$ cat config.mk
export PLATFORM = sky130hd
export DESIGN_NAME = uwsp_adj_mem
export DESIGN_NICKNAME = d
export VERILOG_FILES = /design/src/sv/uwsp_pkg.sv /design/src/sv/uwsp_adj_mem.sv
export SDC_FILE = /design/constraint.sdc
export NUM_CORES = 2
export LEC_CHECK = 0
export BUFFER_PORTS_ARGS = -buffer_cell sky130_fd_sc_hd__buf_4
export CAP_MARGIN = 40
export CORE_MARGIN = 5
export CORE_UTILIZATION = 43
export DETAILED_ROUTE_END_ITERATION = 6
export HOLD_SLACK_MARGIN = 0.06
export PLACE_DENSITY = 0.6
export SYNTH_ARGS = -nofsm -noshare
export SYNTH_HDL_FRONTEND = slang
export SYNTH_SLANG_ARGS = --single-unit
$ cat constraint.sdc
create_clock -name clk -period 13.79 [get_ports clk]
set_input_delay 2.758 -clock clk [delete_from_list [all_inputs] [get_ports clk]]
set_output_delay 2.758 -clock clk [all_outputs]
set_load 0.02 [all_outputs]
$ cat src/sv/uwsp_pkg.sv
// ----------------------------------------------------------------------------
// uwsp_pkg
// widths, action codes and shared types of the hop distance engine
// ----------------------------------------------------------------------------
package uwsp_pkg;

  localparam int ACTION_W      = 2;
  localparam int NODE_W        = 6;
  localparam int CFG_W         = 7;
  localparam int HOP_W         = 6;
  localparam int DEF_MAX_NODES = 64;

  localparam logic [ACTION_W-1:0] ACT_CLEAR = 2'd0;
  localparam logic [ACTION_W-1:0] ACT_EDGE  = 2'd1;
  localparam logic [ACTION_W-1:0] ACT_QUERY = 2'd2;

  localparam logic [CFG_W-1:0] NODE_COUNT_RST = 7'd64;
  localparam logic [HOP_W-1:0] HOP_SAT        = 6'd63;

  // adjacency store control from the sequencer
  typedef struct packed {
    logic rd_en;
    logic wr_en;
    logic clear_all;
  } uwsp_mem_ctl_t;

  // one result word
  typedef struct packed {
    logic [HOP_W-1:0] hop;
    logic             unreach;
  } uwsp_res_t;

endpackage

$ cat src/sv/uwsp_adj_mem.sv
// ----------------------------------------------------------------------------
// uwsp_adj_mem
// adjacency bit matrix, one row per node, with per-row valid bits for clear
// ----------------------------------------------------------------------------
module uwsp_adj_mem #(
  parameter int  MAX_NODES = uwsp_pkg::DEF_MAX_NODES,
  localparam int AW        = (MAX_NODES > 1) ? $clog2(MAX_NODES) : 1
) (
  input  logic                    clk,
  input  logic                    rst,
  input  uwsp_pkg::uwsp_mem_ctl_t ctl,
  input  logic [AW-1:0]           rd_addr,
  input  logic [AW-1:0]           wr_addr,
  input  logic [MAX_NODES-1:0]    wr_row,
  output logic [MAX_NODES-1:0]    rd_row
);
  import uwsp_pkg::*;

  logic [MAX_NODES-1:0] mem [MAX_NODES];
  logic [MAX_NODES-1:0] row_valid;
  logic [MAX_NODES-1:0] rd_data;
  logic                 rd_ok;

  always_ff @(posedge clk) begin
    if (ctl.wr_en) begin
      mem[wr_addr] <= wr_row;
    end
    if (ctl.rd_en) begin
      rd_data <= mem[rd_addr];
    end
  end

  // a row never written since the last clear reads as empty
  always_ff @(posedge clk) begin
    if (rst) begin
      row_valid <= '0;
      rd_ok     <= 1'b0;
    end else begin
      if (ctl.clear_all) begin
        row_valid <= '0;
      end else if (ctl.wr_en) begin
        row_valid[wr_addr] <= 1'b1;
      end
      if (ctl.rd_en) begin
        rd_ok <= row_valid[rd_addr];
      end
    end
  end

  assign rd_row = rd_ok ? rd_data : '0;

endmodule

; Yosys cells after proc, flatten, opt, wreduce, memory -nomap -nowiden
; Memory sizes are Yosys's and may differ from the RTL's. A register that Yosys moved wholly into a read port is not among the register bits.
; Cells that the tools add are included.
[totals]
ramBits = 4096
n_memories = 1
word_cells = 16
ff_bits = 65
inputBits = 81
[op_classes]
bitwise = 1
n_reduce_logical = 2
mux = 7
magnitude_cmp = 3
[memory_table]
columns = name, depth, word_bits, read_ports, rd_ports_with_merged_regs, wr, line
row1 = mem, 64, 64, 1, 1, 1, uwsp_adj_mem.sv:19  ; logic [MAX_NODES-1:0] mem [MAX_NODES];
[op_table]
columns = operator, n
row1 = $mux W64, 1
row2 = $or A64 B64 Y64, 1
row3 = $lt A6 B7 Y1 const B, 2
row4 = $bmux W1 S6, 1
row5 = $demux W1 S6, 1
row6 = $ge A6 B1 Y1 const B, 1
row7 = $mux W1, 4
row8 = $reduce_or A2 Y1, 1
row9 = $logic_and A1 B1 Y1, 1

; Logic depth before layout (Yosys ltp)
[depth]
ltp_word = 5
mapped_depth = 10

; Worst setup path before layout
; OpenSTA, ideal clock, no wires.
[synth_path]
path_kind = in2reg
start = in ctl[1] (netlist name)
end = mem mem[40][0] (netlist name) (enable)
path_stages = 3
required_ns = 13.223
arrival_time_ns = 7.638
n_path_buf = 0
slack_ns = 5.585
path_cell_list = nor2b_1 -> nand3_1 -> nor3_1
[synth_via]
elab_chain_cells = 2
[synth_lines]
columns = element, line
row1 = start: declaration, uwsp_adj_mem.sv:11  ; input uwsp_pkg::uwsp_mem_ctl_t ctl,
row2 = $mux W1, uwsp_adj_mem.sv:25  ; if (ctl.wr_en) begin
row3 = $mux W1 (implied by the code), uwsp_adj_mem.sv:26  ; mem[wr_addr] <= wr_row;
row4 = end: declaration, uwsp_adj_mem.sv:19
; No other way between the ends.

==> results.yml <==
status:
  status: "complete, no violations"
logic_synthesis:
  synth.area.mux_share_pct: 19.2
  ys_ff_latch: 4225
  synth_top_area_share_pct: 78.2
  synth_simple_gate_area_share_pct: 0.568
  syn-num-nets: 6250
  syn_avg_cell_area_um2: 25.9
  yosysSeqAreaShare_pct: 79.1
  synthCells: 6169
  synth_top_family_by_area: "multiplexers"
  syn_area_um2: 160000
  synthXorXnorAreaFrac_pct: 0
  yosys-top-cells-area: "edfxtp_1 78%, mux4_2 19%, dfxtp_1 0.82%, clkbuf_1 0.41%, o21a_1 0.30%"
  synthFlopType: "edfxtp_1"
  synthArstFlopShare_pct: 0
  synth_cell_type_count: 32
  synth_compound_area_share_pct: 0.363
  synth_adder_area_share_pct: 0
  synth-edff-count: 4160
  synth_largest_area_cell: "edfxtp_1"
  ys_warn_count: 0
floorplan:
  start_util_pct: 43.2
  die_x_um: 619
  die-area_um2: 384000
  fp-row-count: 223
  core_um2: 369000
  io_pins: 145
  die_h_um: 619
power:
  internal-power_mw: 20.9
  combPwrFrac_pct: 4.4
  total_power_mw: 26.4
  max-vdd-ir-drop_v: 0.000121
  swShare_pct: 20.8
  powerDensity_nw_per_um2: 144
  p_switching_mw: 5.49
  power.share.clock_pct: 41.6
  seq_power_share_pct: 54.0
  leakage_nw: 56.3
worst_hold_path:
  min_path_type: "reg -> reg"
  hp-start: "row_valid[29]"
clocking:
  ctsRootBufferMaster: "clkbuf_16"
  cts_sinks: 4225
  cts_tree: "yes"
  cts_setup_buffers: 0
  clockBufferDepth: 4
  cts_buffers: 423
  postCtsHoldBufs: 0
  cts_resized: 0
  insertion_delay_ps: 960
  h-tree-depth: 5
  clk_pin_slew_ps: 60
critical_path:
  slowest_stage: "buf_4"
  cp-start-kind: "input pin"
  cp.buffers_inverters: 3
  worst_setup_path_end_kind: "register"
  r2r_start: "mem[21][10]"
  critPathKind: "in -> reg"
  required_ps: 14430
  rrSetupSlack_ps: 11580
  path_common_cell: "mux4_2"
  crit_chain: "buf_16 -> buf_4 -> buf_12 -> mux4_2 -> mux4_2 -> mux4_2"
  crit_path_max_incr_delay_ps: 690
  cp.arrival_ps: 6690
  crit_start: "rd_addr[0]"
  cpLargestDelayFamily: "buffers and inverters"
  cp_max_fo: 102
timing:
  rsz0062_at_grt: "false"
  period_needed_ps: 6040
  tns_ps: 0
  min_period_over_period_pct: 43.8
  fin_ws_ps: 7750
  slew_violations: 0
  skew_ps: 44.9
  max_slew_margin_pct: 24.5
  hold_viol: 0
  finalSetupViolCount: 0
  fmax_mhz: 165
  worst_slew_pin_slew_ps: 1130
placement:
  place_ws_ps: 6770
  dpl.hpwl_um: 236000
  post-place-cells: 11200
  port_buffers: 144
  place_congestion: 0.759
detailed_routing:
  vias_per_cell: 6.20
  drtPass1Iterations: 6
  drtIter0Drc: 9723
  wirelength_um: 438000
  wire_per_inst_um: 36.5
  drc_errors: 0
  num_vias: 74400
  postRouteAntennaNets: 0
finish:
  nNetsFinal: 6764
  area_growth_pct: 14.5
  layout_common_cells: "4160 x edfxtp_1, 1356 x mux4_2, 430 x clkbuf_16"
  post-route-util_pct: 49.5
  layout-drive-gt1-share_pct: 34.3
  final_common_cell: "edfxtp_1"
  layout.cells.non_filler: 12000
global_route:
  grt_pass1_wl_um: 608000
  grt_max_degree: 130
  antenna_found_initial: 30
  overflow: 0
  grt_pass1_vias: 74400
  gr-usage-all-layers_pct: 22.7
run:
  max_cap_viol_count: 0
[registers in the layout, summed over array words and instances, names as in the netlist]
signal     count
mem         4096
rd_data       64
rd_ok          1
row_valid     64
[routing by layer]
metal	up-vias	wire length, um	track usage (%)
met4	10	14600	6.73
met3	828	37600	3.78
li1	28200	-	-
met5	-	67	0
met1	41600	174000	32.7
met2	3829	211000	36.2
[cells in the mapped netlist (3+ instances only)]
library cell	number
buf_1	63
dfxtp_1	65
nand3_1	9
clkbuf_1	176
edfxtp_1	4160
nor2b_1	12
nor3_1	5
buf_2	83
mux4_2	1356
nor2_1	65
nand2_1	9
mux2i_1	4
nand4_1	3
o21a_1	64
and2_1	64
nand2b_1	5
[final timing paths]
kind         depth (start not counted)             to
max                                  6    rd_data[42]
min                                  1  row_valid[29]
max reg2reg                          3    rd_data[10]
min reg2reg                          1  row_valid[29]
[final cells by class]
| type | count | area [um2] |
|---|---|---|
| inverter | 2 | 7.51 |
| antenna | 15 | 37.5 |
| timing repair buffer | 414 | 4640 |
| clock buffer | 541 | 11300 |
| multi-input combinational | 1617 | 32600 |
| tap | 4950 | 6190 |
| sequential | 4225 | 126000 |
| clock inverter | 240 | 1900 |
| fill | 28900 | 187000 |
[worst register-to-register path: cells and delay by family, from the launching register on]
| kind | cells | cell delay, ps |
|---|---|---|
| flops | 1 | 360 |
| mux | 3 | 1580 |
[power groups by stage]
stage / Combinational (mW) / Sequential, mW / Clock [mW]
2_1_floorplan: 0.699 / 14.5 / 0
3_3_place_gp: 1.14 / 14.5 / 0
3_5_place_dp: 1.18 / 14.5 / 0
4_1_cts: 1.18 / 14.3 / 11.2
5_1_grt: 1.23 / 14.3 / 11.7
6_report: 1.16 / 14.3 / 11.0
[kinds of logic (layout without fill, tap and decap cells)]
kind of cell,Yosys count,in the layout
flops,4225,4225
mux,1362,1362
buf+inv,327,1197
simple gates,177,177
compound gates,78,78
other cells,0,15
[stage by stage]
stage	hold WS [ps]	area, um2
2_1_floorplan	433	160000
3_3_place_gp	442	168000
3_5_place_dp	448	170000
4_1_cts	462	183000
5_1_grt	477	183000
6_report	459	183000
(Power assumes the default switching activity.)
