[config.mk]
export PLATFORM = sky130hd
export DESIGN_NAME = uwsp_seq
export DESIGN_NICKNAME = d
export VERILOG_FILES = /design/src/sv/uwsp_pkg.sv /design/src/sv/uwsp_seq.sv
export SDC_FILE = /design/constraint.sdc
export NUM_CORES = 1
export LEC_CHECK = 0
export BUFFER_PORTS_ARGS = -buffer_cell sky130_fd_sc_hd__buf_4
export CORE_MARGIN = 2
export CORE_UTILIZATION = 54
export CTS_BUF_LIST = sky130_fd_sc_hd__clkbuf_4 sky130_fd_sc_hd__clkbuf_8
export CTS_CLUSTER_SIZE = 24
export DETAILED_ROUTE_END_ITERATION = 12
export PLACE_DENSITY = 0.79
export SLEW_MARGIN = 40
export SYNTH_ARGS = -nofsm -noshare
export SYNTH_HDL_FRONTEND = slang
export SYNTH_SLANG_ARGS = --single-unit
[constraint.sdc]
create_clock -name clk -period 6.4 [get_ports clk]
set_input_delay 0.96 -clock clk [delete_from_list [all_inputs] [get_ports clk]]
set_output_delay 0.96 -clock clk [all_outputs]
set_load 0.02 [all_outputs]
[src/sv/uwsp_pkg.sv]
// ----------------------------------------------------------------------------
// uwsp_pkg
// widths, action codes and shared types of the hop distance engine
// ----------------------------------------------------------------------------
package uwsp_pkg;

  localparam int ACTION_W      = 2;
  localparam int NODE_W        = 6;
  localparam int CFG_W         = 7;
  localparam int HOP_W         = 6;
  localparam int DEF_MAX_NODES = 64;

  localparam logic [ACTION_W-1:0] ACT_CLEAR = 2'd0;
  localparam logic [ACTION_W-1:0] ACT_EDGE  = 2'd1;
  localparam logic [ACTION_W-1:0] ACT_QUERY = 2'd2;

  localparam logic [CFG_W-1:0] NODE_COUNT_RST = 7'd64;
  localparam logic [HOP_W-1:0] HOP_SAT        = 6'd63;

  // adjacency store control from the sequencer
  typedef struct packed {
    logic rd_en;
    logic wr_en;
    logic clear_all;
  } uwsp_mem_ctl_t;

  // one result word
  typedef struct packed {
    logic [HOP_W-1:0] hop;
    logic             unreach;
  } uwsp_res_t;

endpackage

[src/sv/uwsp_seq.sv]
// ----------------------------------------------------------------------------
// uwsp_seq
// sequencer for edge updates and level-by-level frontier expansion
// ----------------------------------------------------------------------------
module uwsp_seq #(
  parameter int  MAX_NODES = uwsp_pkg::DEF_MAX_NODES,
  localparam int AW        = (MAX_NODES > 1) ? $clog2(MAX_NODES) : 1
) (
  input  logic                          clk,
  input  logic                          rst,
  input  logic                          start,
  input  logic [uwsp_pkg::ACTION_W-1:0] action,
  input  logic [uwsp_pkg::NODE_W-1:0]   node_a,
  input  logic [uwsp_pkg::NODE_W-1:0]   node_b,
  input  logic [uwsp_pkg::CFG_W-1:0]    n_use,
  output logic                          idle,
  output logic                          res_valid,
  input  logic                          res_ready,
  output uwsp_pkg::uwsp_res_t           res,
  output uwsp_pkg::uwsp_mem_ctl_t       mem_ctl,
  output logic [AW-1:0]                 rd_addr,
  output logic [AW-1:0]                 wr_addr,
  output logic [MAX_NODES-1:0]          wr_row,
  input  logic [MAX_NODES-1:0]          rd_row
);
  import uwsp_pkg::*;

  localparam logic [2:0] S_IDLE  = 3'd0;
  localparam logic [2:0] S_E_RDA = 3'd1;
  localparam logic [2:0] S_E_WRA = 3'd2;
  localparam logic [2:0] S_E_WRB = 3'd3;
  localparam logic [2:0] S_SCAN  = 3'd4;
  localparam logic [2:0] S_LEVEL = 3'd5;
  localparam logic [2:0] S_DONE  = 3'd6;

  localparam logic [MAX_NODES-1:0] ONE_V = (MAX_NODES)'(1);

  logic [2:0]           state;
  logic [NODE_W-1:0]    a_r;
  logic [NODE_W-1:0]    b_r;
  logic [CFG_W-1:0]     idx;
  logic [CFG_W-1:0]     lvl;
  logic [CFG_W-1:0]     lvl_inc;
  logic                 pend;
  logic                 pend_fr;
  logic [MAX_NODES-1:0] reached;
  logic [MAX_NODES-1:0] front;
  logic [MAX_NODES-1:0] nxt;
  logic [MAX_NODES-1:0] use_mask;
  logic                 issue;
  logic                 a_in;
  logic                 b_in;
  uwsp_res_t            res_q;

  always_comb begin
    for (int i = 0; i < MAX_NODES; i++) begin
      use_mask[i] = (i < int'(n_use));
    end
  end

  assign issue   = (idx < n_use);
  assign a_in    = ({1'b0, node_a} < n_use);
  assign b_in    = ({1'b0, node_b} < n_use);
  assign lvl_inc = lvl + 1'b1;

  assign idle      = (state == S_IDLE);
  assign res_valid = (state == S_DONE);
  assign res       = res_q;

  // memory port steering
  always_comb begin
    mem_ctl   = '0;
    rd_addr   = AW'(a_r);
    wr_addr   = AW'(a_r);
    wr_row    = rd_row | (ONE_V << b_r);
    unique case (state)
      S_IDLE: begin
        mem_ctl.clear_all = start && (action == ACT_CLEAR);
      end
      S_E_RDA: begin
        mem_ctl.rd_en = 1'b1;
      end
      S_E_WRA: begin
        mem_ctl.wr_en = 1'b1;
        mem_ctl.rd_en = 1'b1;
        rd_addr       = AW'(b_r);
      end
      S_E_WRB: begin
        mem_ctl.wr_en = 1'b1;
        wr_addr       = AW'(b_r);
        wr_row        = rd_row | (ONE_V << a_r);
      end
      S_SCAN: begin
        mem_ctl.rd_en = issue;
        rd_addr       = AW'(idx);
      end
      default: begin
        mem_ctl = '0;
      end
    endcase
  end

  always_ff @(posedge clk) begin
    if (rst) begin
      state <= S_IDLE;
      pend  <= 1'b0;
    end else begin
      unique case (state)
        S_IDLE: begin
          if (start) begin
            a_r <= node_a;
            b_r <= node_b;
            if (action == ACT_EDGE) begin
              if (a_in && b_in) begin
                state <= S_E_RDA;
              end
            end else if (action == ACT_QUERY) begin
              res_q.hop <= '0;
              if (!a_in || !b_in) begin
                res_q.unreach <= 1'b1;
                state         <= S_DONE;
              end else if (node_a == node_b) begin
                res_q.unreach <= 1'b0;
                state         <= S_DONE;
              end else begin
                reached <= ONE_V << node_a;
                front   <= ONE_V << node_a;
                nxt     <= '0;
                lvl     <= '0;
                idx     <= '0;
                pend    <= 1'b0;
                state   <= S_SCAN;
              end
            end
          end
        end
        S_E_RDA: state <= S_E_WRA;
        S_E_WRA: state <= S_E_WRB;
        S_E_WRB: state <= S_IDLE;
        S_SCAN: begin
          // read row idx while the row fetched last cycle is merged
          if (issue) begin
            idx     <= idx + 1'b1;
            pend    <= 1'b1;
            pend_fr <= front[AW'(idx)];
          end else begin
            pend <= 1'b0;
          end
          if (pend && pend_fr) begin
            nxt <= nxt | (rd_row & ~reached & use_mask);
          end
          if (!issue && !pend) begin
            state <= S_LEVEL;
          end
        end
        S_LEVEL: begin
          if (nxt == '0) begin
            res_q.hop     <= '0;
            res_q.unreach <= 1'b1;
            state         <= S_DONE;
          end else if (nxt[AW'(b_r)]) begin
            res_q.hop     <= (lvl_inc > CFG_W'(HOP_SAT)) ? HOP_SAT : lvl_inc[HOP_W-1:0];
            res_q.unreach <= 1'b0;
            state         <= S_DONE;
          end else begin
            reached <= reached | nxt;
            front   <= nxt;
            nxt     <= '0;
            lvl     <= lvl_inc;
            idx     <= '0;
            state   <= S_SCAN;
          end
        end
        S_DONE: begin
          if (res_ready) begin
            state <= S_IDLE;
          end
        end
        default: state <= S_IDLE;
      endcase
    end
  end

endmodule

# After elaboration in Yosys (flattened, before gate mapping)
# Index checks and enable logic that the tools add are counted.
[word_totals]
reg_bits = 230
inputBits = 89
out_inout_bits = 88
elab_cells = 214
[op_classes]
addsub = 2
n_lt_le_gt_ge = 70
n_eq_ne = 24
n_shift = 3
muxes = 69
bitwise = 8
reduce_logical = 26
[op_table]
columns = ["cell", "n"]
rows = [
  ["2-to-1 mux 64 bit", 18],
  ["OR 64 bit", 4],
  ["case mux 64 bit (2 select lines)", 2],
  ["less-than comparator 6 x 7 -> 1 bit, first input constant", 32],
  ["case mux 64 bit (3 select lines)", 1],
  ["<< shifter 1 x 6 -> 64 bit, first input constant", 3],
  ["bitwise AND 64 bit", 2],
  ["less-than comparator 5 x 7 -> 1 bit, first input constant", 16],
  ["2-to-1 mux 7 bit", 15],
  ["zero test 64 bit", 1],
  ["inverter 64 bit", 1],
  ["less-than comparator 4 x 7 -> 1 bit, first input constant", 8],
  ["less-than comparator 3 x 7 -> 1 bit, first input constant", 4],
  ["case mux 7 bit (2 select lines)", 2],
  ["case mux 7 bit (3 select lines)", 1],
  ["AND reduction 10 bit", 2],
  ["2-to-1 mux 3 bit", 6],
  ["!= test 2 bit, second input constant", 9],
  ["case mux 3 bit (6 select lines)", 1],
  ["adder 7 x 1 -> 7 bit, second input constant", 2],
  ["less-than comparator 1 x 7 -> 1 bit, first input constant", 2],
  ["less-than comparator 2 x 7 -> 1 bit, first input constant", 2],
  ["less-than comparator 6 x 7 -> 1 bit", 2],
  ["less-than comparator 6 x 7 -> 1 bit, second input constant", 2],
  ["32 further kinds", 64],
]

# Longest topological paths before layout
# Gate-level depths: netlist (run 1).
[logic_depth]
depth_word = 8
ltp_mapped = 10
mapped_depth_nobuf = 9

# Worst setup path before layout (run 1)
# Ideal clock, no wire load.
[synth_path]
path_type = "input -> register"
start = "input n_use[2] (netlist name)"
end = "register front[0], enable pin"
setup_ps = 511
arrival_ps = 5870
required_ps = 5889
slack_ps = 19
cell_stages = 10
path_buffers = 1
cell_sequence = "clkbuf_1 > clkinv_1 > ha_1 > a21oi_1 > o21ai_0 > a32oi_1 > and3_1 > and3_1 > or3_1 > and3_1"
[synth_between]
elab_chain_cells = 5
elab_cells_between_ends = 7
cone_classes = "order compare (2); eq/ne (1); reduce/logical (4)"
[synth_rtl]
columns = ["item", "line", "source"]
rows = [
  ["start: declaration", "uwsp_seq.sv:15", "input logic [uwsp_pkg::CFG_W-1:0] n_use,"],
  ["less-than comparator 6 x 7 -> 1 bit (on tied branches)", "uwsp_seq.sv:62, uwsp_seq.sv:63", ""],
  ["zero test 1 bit", "uwsp_seq.sv:119", "if (!a_in || !b_in) begin"],
  ["logical OR 1 bit *", "uwsp_seq.sv:119", ""],
  ["!= test 2 bit (no source line) *", "--", ""],
  ["AND reduction 9 bit (no source line) *", "--", ""],
  ["end signal: assignment", "uwsp_seq.sv:127", "front <= ONE_V << node_a;"],
  ["end signal: assignment", "uwsp_seq.sv:167", "front <= nxt;"],
  ["end: declaration", "uwsp_seq.sv:47", "logic [MAX_NODES-1:0] front;"],
]
# Every way passes the cells marked *; elsewhere a longest branch is shown, timed or not.
# A chain may end at the register's enable or synchronous reset.

# Worst setup path after layout (run 1)
[layout_path]
start = "register state[0]"
end = "output wr_row[10]"
[layout_between]
elab_chain_cells = 2
[layout_rtl]
columns = ["item", "line", "source"]
rows = [
  ["start: declaration", "uwsp_seq.sv:38", "logic [2:0] state;"],
  ["start signal: assignment", "uwsp_seq.sv:105", "state <= S_IDLE;"],
  ["start signal: assignment", "uwsp_seq.sv:115", "state <= S_E_RDA;"],
  ["start signal: assignment", "uwsp_seq.sv:121", "state <= S_DONE;"],
  ["equality test 3 x 2 -> 1 bit", "uwsp_seq.sv:76", "unique case (state)"],
  ["2-to-1 mux 64 bit", "uwsp_seq.sv:76", ""],
  ["end: declaration", "uwsp_seq.sv:23", "output logic [MAX_NODES-1:0] wr_row,"],
]
# No other way between the ends.

==> results.md, run 1 <==
- Core outline area: 0.0235 sq mm
- Mux cell area share after synthesis: 7.22%
- Routed WL: 47.7 mm
- Initial antenna violation count: 1
- Post-CTS setup buffers: 0
- Total track usage: 36.9%
- PwrDens: 295 mW/mm^2
- Area grow syn2layout: 19.8%
- Final Critical Period: 4.86 ns
- CTS Buf Count: 39
- Starting Density: 55.3%
- Crit path capture type: primary output
- Worst Clk Skew: 0.0225 ns
- Hold depth: 1
- Initial drt markers: 2220
- Synth warn: 0
- Worst-margin pin slew: 0.960 ns
- Worst hold start: pend$_SDFFE_PP0P_
- IO Pins: 177
- Clock Pin Slew Worst Setup and Hold Paths: 0.06 ns
- Seq cells post-synth: 230
- EDFF count, synth: 226
- Sequential fraction of the synthesis area: 52.8%
- Switching share of total power: 32.7%
- Critical Path RT: 5.44 ns
- Die height: 159 um
- Most used DFF post-synth: edfxtp_1
- Setup TNS Final: 0 ns
- Critical R2R Launch: b_r[0]$_DFFE_PP_
- Hold buffer count at CTS: 0
- Layout cell share with drive strength beyond 1: 23.5%
- Compound-Gate Fraction of Synth Area: 19.0%
- GR Overflow Total: 0
- Die Width: 159 um
- Fin. Hold Viols: 0
- Reg-to-reg endpoint: reached[1]$_DFFE_PP_
- Post-Synthesis Cell Area: 0.0130 sq mm
- Post-Synth Adder-Cell Area: 1.83%
- Max clock buf depth: 3
- RSZ-0062 raised after global routing: false
- Post-DP Area: 0.0148 sq mm
- Final GP Congestion: 1.06
- Number of optimization iterations in the first detailed-route pass: 8
- Final instance area: 0.0156 sq mm
- Syn Area/Cell: 11.0 sq um
- Synthesized netlist cell count: 1188
- Count of distinct cell types in the synthesized netlist: 60
- Maximum vdd drop: 0.181 mV
- CP startpoint: state[0]$_SDFFE_PP0P_
- Die area: 0.0254 sq mm
- First-pass GRT wire length: 69.6 mm
- Post-synth ARST share: 0%
- Root buffer cell: clkbuf_8
- Vias in the first global route: 10760
- Critical Path Max Stage Delay: 0.83 ns
- Synth area leaders: edfxtp_1 52%, a21o_1 5.3%, mux4_2 5.2%, nor2_1 5.1%, a22o_1 4.0%
- CTS resizes: 0
- Post-Syn Nets: 1296
- CP most frequent cell: buf_4
- Max_slew headroom: 35.6%
- Via Count: 11627
- Critical Path, Cell by Cell: nand3_1, buf_4, mux2i_1, nand2_1, nor2_1, a21o_1, buf_4
- Top post-synthesis cells by count: 226 x edfxtp_1, 176 x nor2_1, 92 x a21o_1, 88 x nand2_1, 60 x a22o_1
- Hold endpoint: pend$_SDFFE_PP0P_
- Largest net degree at the start of global routing: 89
- Setup slack on the worst flop-to-flop path: 2.40 ns
- Slowest CP cell: dfxtp_1
- Num Clock Sinks: 230
- Startpoint types: register
- Max-cap violations: 0
- Hpwl dp: 34.5 mm
- CTS tree: built
- Clk_lat worst skew: 0.56 ns
- Port buffer count: 176
- Gate power share: 23.4%
- Worst hold path type: register to register
- Max H-tree Level: 2
- Critical Path Stages: 7
- Worst R2R Path Depth: 9
- CP arrival: 3.90 ns
- Switch Pwr: 1500 uW
- Cell taking the most area after synthesis: edfxtp_1
- Leakage: 0.00652 uW
- Internal power: 3090 uW
- Clock share of power: 30.9%
- Cell family with most CP delay: simple AND/OR/NAND/NOR gates
- Fin crit share: 76.0%
- Share of the synthesized area in the top cell type: 52.2%
- Most frequent cell after synthesis: edfxtp_1
- WP buf/inv: 2
- Vias per cell: 6.80
- Synth Area in XOR/XNOR: 1.14%
- Critical path fanouts, max: 23
- Tot Pwr: 4590 uW
- Nets@finish: 1467
- Max Clk Rate: 206 MHz
- Largest family of logic cells by synthesized area: compound AO/OA/AOI/OAI gates
- Post-route antenna net violation count: 0
- Simple-gate share of the synthesized area: 14.0%
- Row Count: 56
- Post-route DRC violation count: 0
- Final setup fails: 0
- Slew Viols, Final: 0
- WS Path Type: register to primary output
- Flop pwr share: 45.7%
- Routed len/inst: 27.9 um
- Status: complete, no violations
[metrics by stage]
step	cells	hold WS [ns]	worst slack (ns)	util, %
after floorplan	1188	0.484	0.0194	-
after global placement	1634	0.511	1.98	62.3
after detailed placement	1637	0.521	1.85	62.7
after CTS	1708	0.530	1.64	66.1
after global routing	1708	0.552	1.35	66.2
final	1709	0.537	1.54	66.2
[cells in the final DEF, fill, tap and decap left out, drive strengths merged, types with 20 or more instances in the layout]
cell type / instances
a2111oi: 21
a21o: 92
a21oi: 48
a22o: 60
a31oi: 28
buf: 203
clkbuf: 46
clkinv: 21
edfxtp: 226
inv: 60
mux4: 36
nand2: 88
nand3: 21
nor2: 176
nor3b: 21
nor4: 20
o21ai: 43
[worst max-delay path by stage]
stage                             to  slack, ns
2_1_floorplan     front[0]$_DFFE_PP_       0.02
3_3_place_gp    reached[7]$_DFFE_PP_       1.98
3_5_place_dp   nxt[32]$_SDFFCE_PP0P_       1.85
4_1_cts                   wr_row[10]       1.64
5_1_grt                   wr_row[10]       1.35
6_report                  wr_row[10]       1.54
[kinds of logic after synthesis]
kind of cell	after synthesis
adders and majority gates	19
AOI/OAI and AO/OA	345
xor gates and xnor gates	17
and+or+nand+nor	397
buffers and inverters	134
DFF	230
muxes	46
[worst register-to-register path: stages, from the launching register on]
cell      delay [ns]
edfxtp_1        0.52
buf_6           0.22
mux4_1          0.57
mux4_2          0.48
and3_4          0.21
a31oi_4         0.16
o211ai_4        0.12
nand3_2         0.13
and3_4          0.65
buf_12          0.47
[sequential cells by signal, indices dropped and copies added, names as in the netlist]
register,count
front,64
nxt,64
reached,64
idx,7
lvl,7
res,7
a_r,6
b_r,6
state,3
pend,1
pend_fr,1
[layer usage]
| layer | vias up | track usage, % | wire [um] |
|---|---|---|---|
| met5 | - | 0 | 0 |
| met4 | 0 | 19.8 | 3150 |
| met3 | 195 | 10.1 | 7500 |
| met2 | 1088 | 54.4 | 20300 |
| met1 | 5487 | 50.0 | 16700 |
| li1 | 4857 | - | - |
[area by class of cell]
type | count | area (sq um)
repair buffers | 203 | 1560
diodes | 1 | 2.50
flip-flops and latches | 230 | 6870
fillers | 1826 | 7960
multi-input cells | 824 | 5720
clock inverters | 25 | 215
inverters | 61 | 229
well taps | 319 | 399
clock buffers | 46 | 596
[power by group through the flow]
stage               registers (uW)  logic [uW]  clock network, uW
floorplan                     2030         686                  0
global placement              2110        1010                  0
detailed placement            2110        1050                  0
CTS                           2090        1050               1410
global route                  2110        1130               1470
finish                        2100        1080               1420
Power figures use the tool's default switching activity.
==> inputs of run 2 (changes only) <==
==> constraint.sdc (replaced) <==
create_clock -name clk -period 4 [get_ports clk]
set_input_delay 0.6 -clock clk [delete_from_list [all_inputs] [get_ports clk]]
set_output_delay 0.6 -clock clk [all_outputs]
set_load 0.02 [all_outputs]
==> results.md, run 2 (synthesis gave the netlist of run 1 again) <==
- Biggest regs: front (64), nxt (64), reached (64)
- Post-DP Area: 0.0149 sq mm
- Hold buffer count at CTS: 0
- Leakage: 0.00655 uW
- Max-cap violations: 0
- PwrDens: 459 mW/mm^2
- IO Pins: 177
- Max clock buf depth: 3
- Die area: 0.0254 sq mm
- Post-route DRC violation count: 0
- Worst Clk Skew: 0.0324 ns
- Worst-margin pin slew: 0.917 ns
- Routed len/inst: 28.0 um
- Clock Pin Slew Worst Setup and Hold Paths: 0.06 ns
- Vias per cell: 6.81
- Leading cell types in the layout, fill and taps excluded: 226 x edfxtp_1, 214 x buf_4, 172 x nor2_1, 92 x a21o_1, 87 x nand2_1
- First-pass GRT wire length: 70.0 mm
- CTS Buf Count: 39
- Die height: 159 um
- Flop pwr share: 46.2%
- Critical Path RT: 3.40 ns
- Core outline area: 0.0235 sq mm
- Row Count: 56
- Fin. Hold Viols: 0
- Gate power share: 25.1%
- GR Overflow Total: 0
- Via Count: 11722
- Routed WL: 48.2 mm
- WS Path Type: register to primary output
- Clock share of power: 28.7%
- Setup TNS Final: 0 ns
- Final Critical Period: 3.85 ns
- Max Clk Rate: 260 MHz
- Die Width: 159 um
- CP arrival: 3.25 ns
- Port buffer count: 176
- Post-CTS setup buffers: 0
- Final GP Congestion: 1.06
- RSZ-0062 raised after global routing: false
- Status: complete, no violations
- Root buffer cell: clkbuf_8
- Startpoint types: register
- Area grow syn2layout: 20.3%
- Internal power: 4820 uW
- Maximum vdd drop: 0.289 mV
- Finished Layout Cells: 1721
- Placed insts: 1653
- Fill cell count: 1819
- Slew Viols, Final: 0
- Layout cell share with drive strength beyond 1: 24.5%
- Max H-tree Level: 2
- Critical path fanouts, max: 20
- Vias in the first global route: 10923
- Final setup fails: 0
- Initial drt markers: 1894
- ANT cells: 0
- Nets@finish: 1483
- Post-route antenna net violation count: 0
- Total track usage: 37.1%
- Switch Pwr: 2360 uW
- Max_slew headroom: 38.7%
- Initial antenna violation count: 1
- Starting Density: 55.3%
- Commonest non-fill, non-tap cell in the layout: edfxtp_1
- Clk_lat worst skew: 0.57 ns
- Fin crit share: 96.3%
- Num Clock Sinks: 230
- Worst hold path type: input port to register
- Switching share of total power: 32.8%
- Final instance area: 0.0157 sq mm
- Hpwl dp: 34.9 mm
- CTS resizes: 1
- Crit path capture type: primary output
- Number of optimization iterations in the first detailed-route pass: 7
- CTS tree: built
- Largest net degree at the start of global routing: 65
[run 2: final cells by class]
cell class	instances	area [sq um]	share of cell area (%)
multi-input cells	824	5720	36.5
flip-flops and latches	230	6870	43.9
repair buffers	219	1710	10.9
inverters	61	229	1.46
clock inverters	11	50.0	0.320
clock buffers	57	684	4.37
well taps	319	399	2.55
[run 2: through the flow]
step / worst slack [ns] / total power (uW) / hold WS [ns] / utilization (%)
after global placement: 0.472 / 5040 / 0.501 / 63.0
final: 0.147 / 7180 / 0.262 / 66.5
after CTS: 0.158 / 7120 / 0.247 / 66.4
after floorplan: 0.168 / 4330 / 0.484 / -
after detailed placement: 0.432 / 5100 / 0.511 / 63.3
after global routing: 0.0689 / 7380 / 0.260 / 66.5
[run 2: power by group through the flow]
stage | Clock, uW | Combinational, uW | Sequential (uW)
2_1_floorplan | 0 | 1100 | 3230
3_3_place_gp | 0 | 1720 | 3330
3_5_place_dp | 0 | 1750 | 3340
4_1_cts | 2060 | 1760 | 3300
5_1_grt | 2140 | 1910 | 3330
6_report | 2060 | 1800 | 3320
[run 2: final timing paths]
path,start,endpoint,slack [ns],cells after the start
max reg2reg,b_r[2]$_DFFE_PP_,reached[6]$_DFFE_PP_,0.50,8
min reg2reg,pend$_SDFFE_PP0P_,pend$_SDFFE_PP0P_,0.53,1
max,state[1]$_SDFFE_PP0P_,wr_row[8],0.15,7
min,node_b[3],b_r[3]$_DFFE_PP_,0.26,1
[run 2: critical path: stages, from the launching register on]
cell and delay, ns:
dfxtp_1 0.61, nand3_2 0.49, mux2i_1 0.29, buf_4 0.22, nand2_1 0.39, nor2_1 0.38, a21o_1 0.17, buf_4 0.13
[run 2: layer usage]
metal | global-route usage, % | vias to the layer above | wire length (um)
li1 | - | 4893 | -
met5 | 0 | - | 13
met1 | 49.6 | 5547 | 17100
met4 | 20.2 | 2 | 3090
met3 | 10.7 | 199 | 7230
met2 | 55.1 | 1081 | 20800
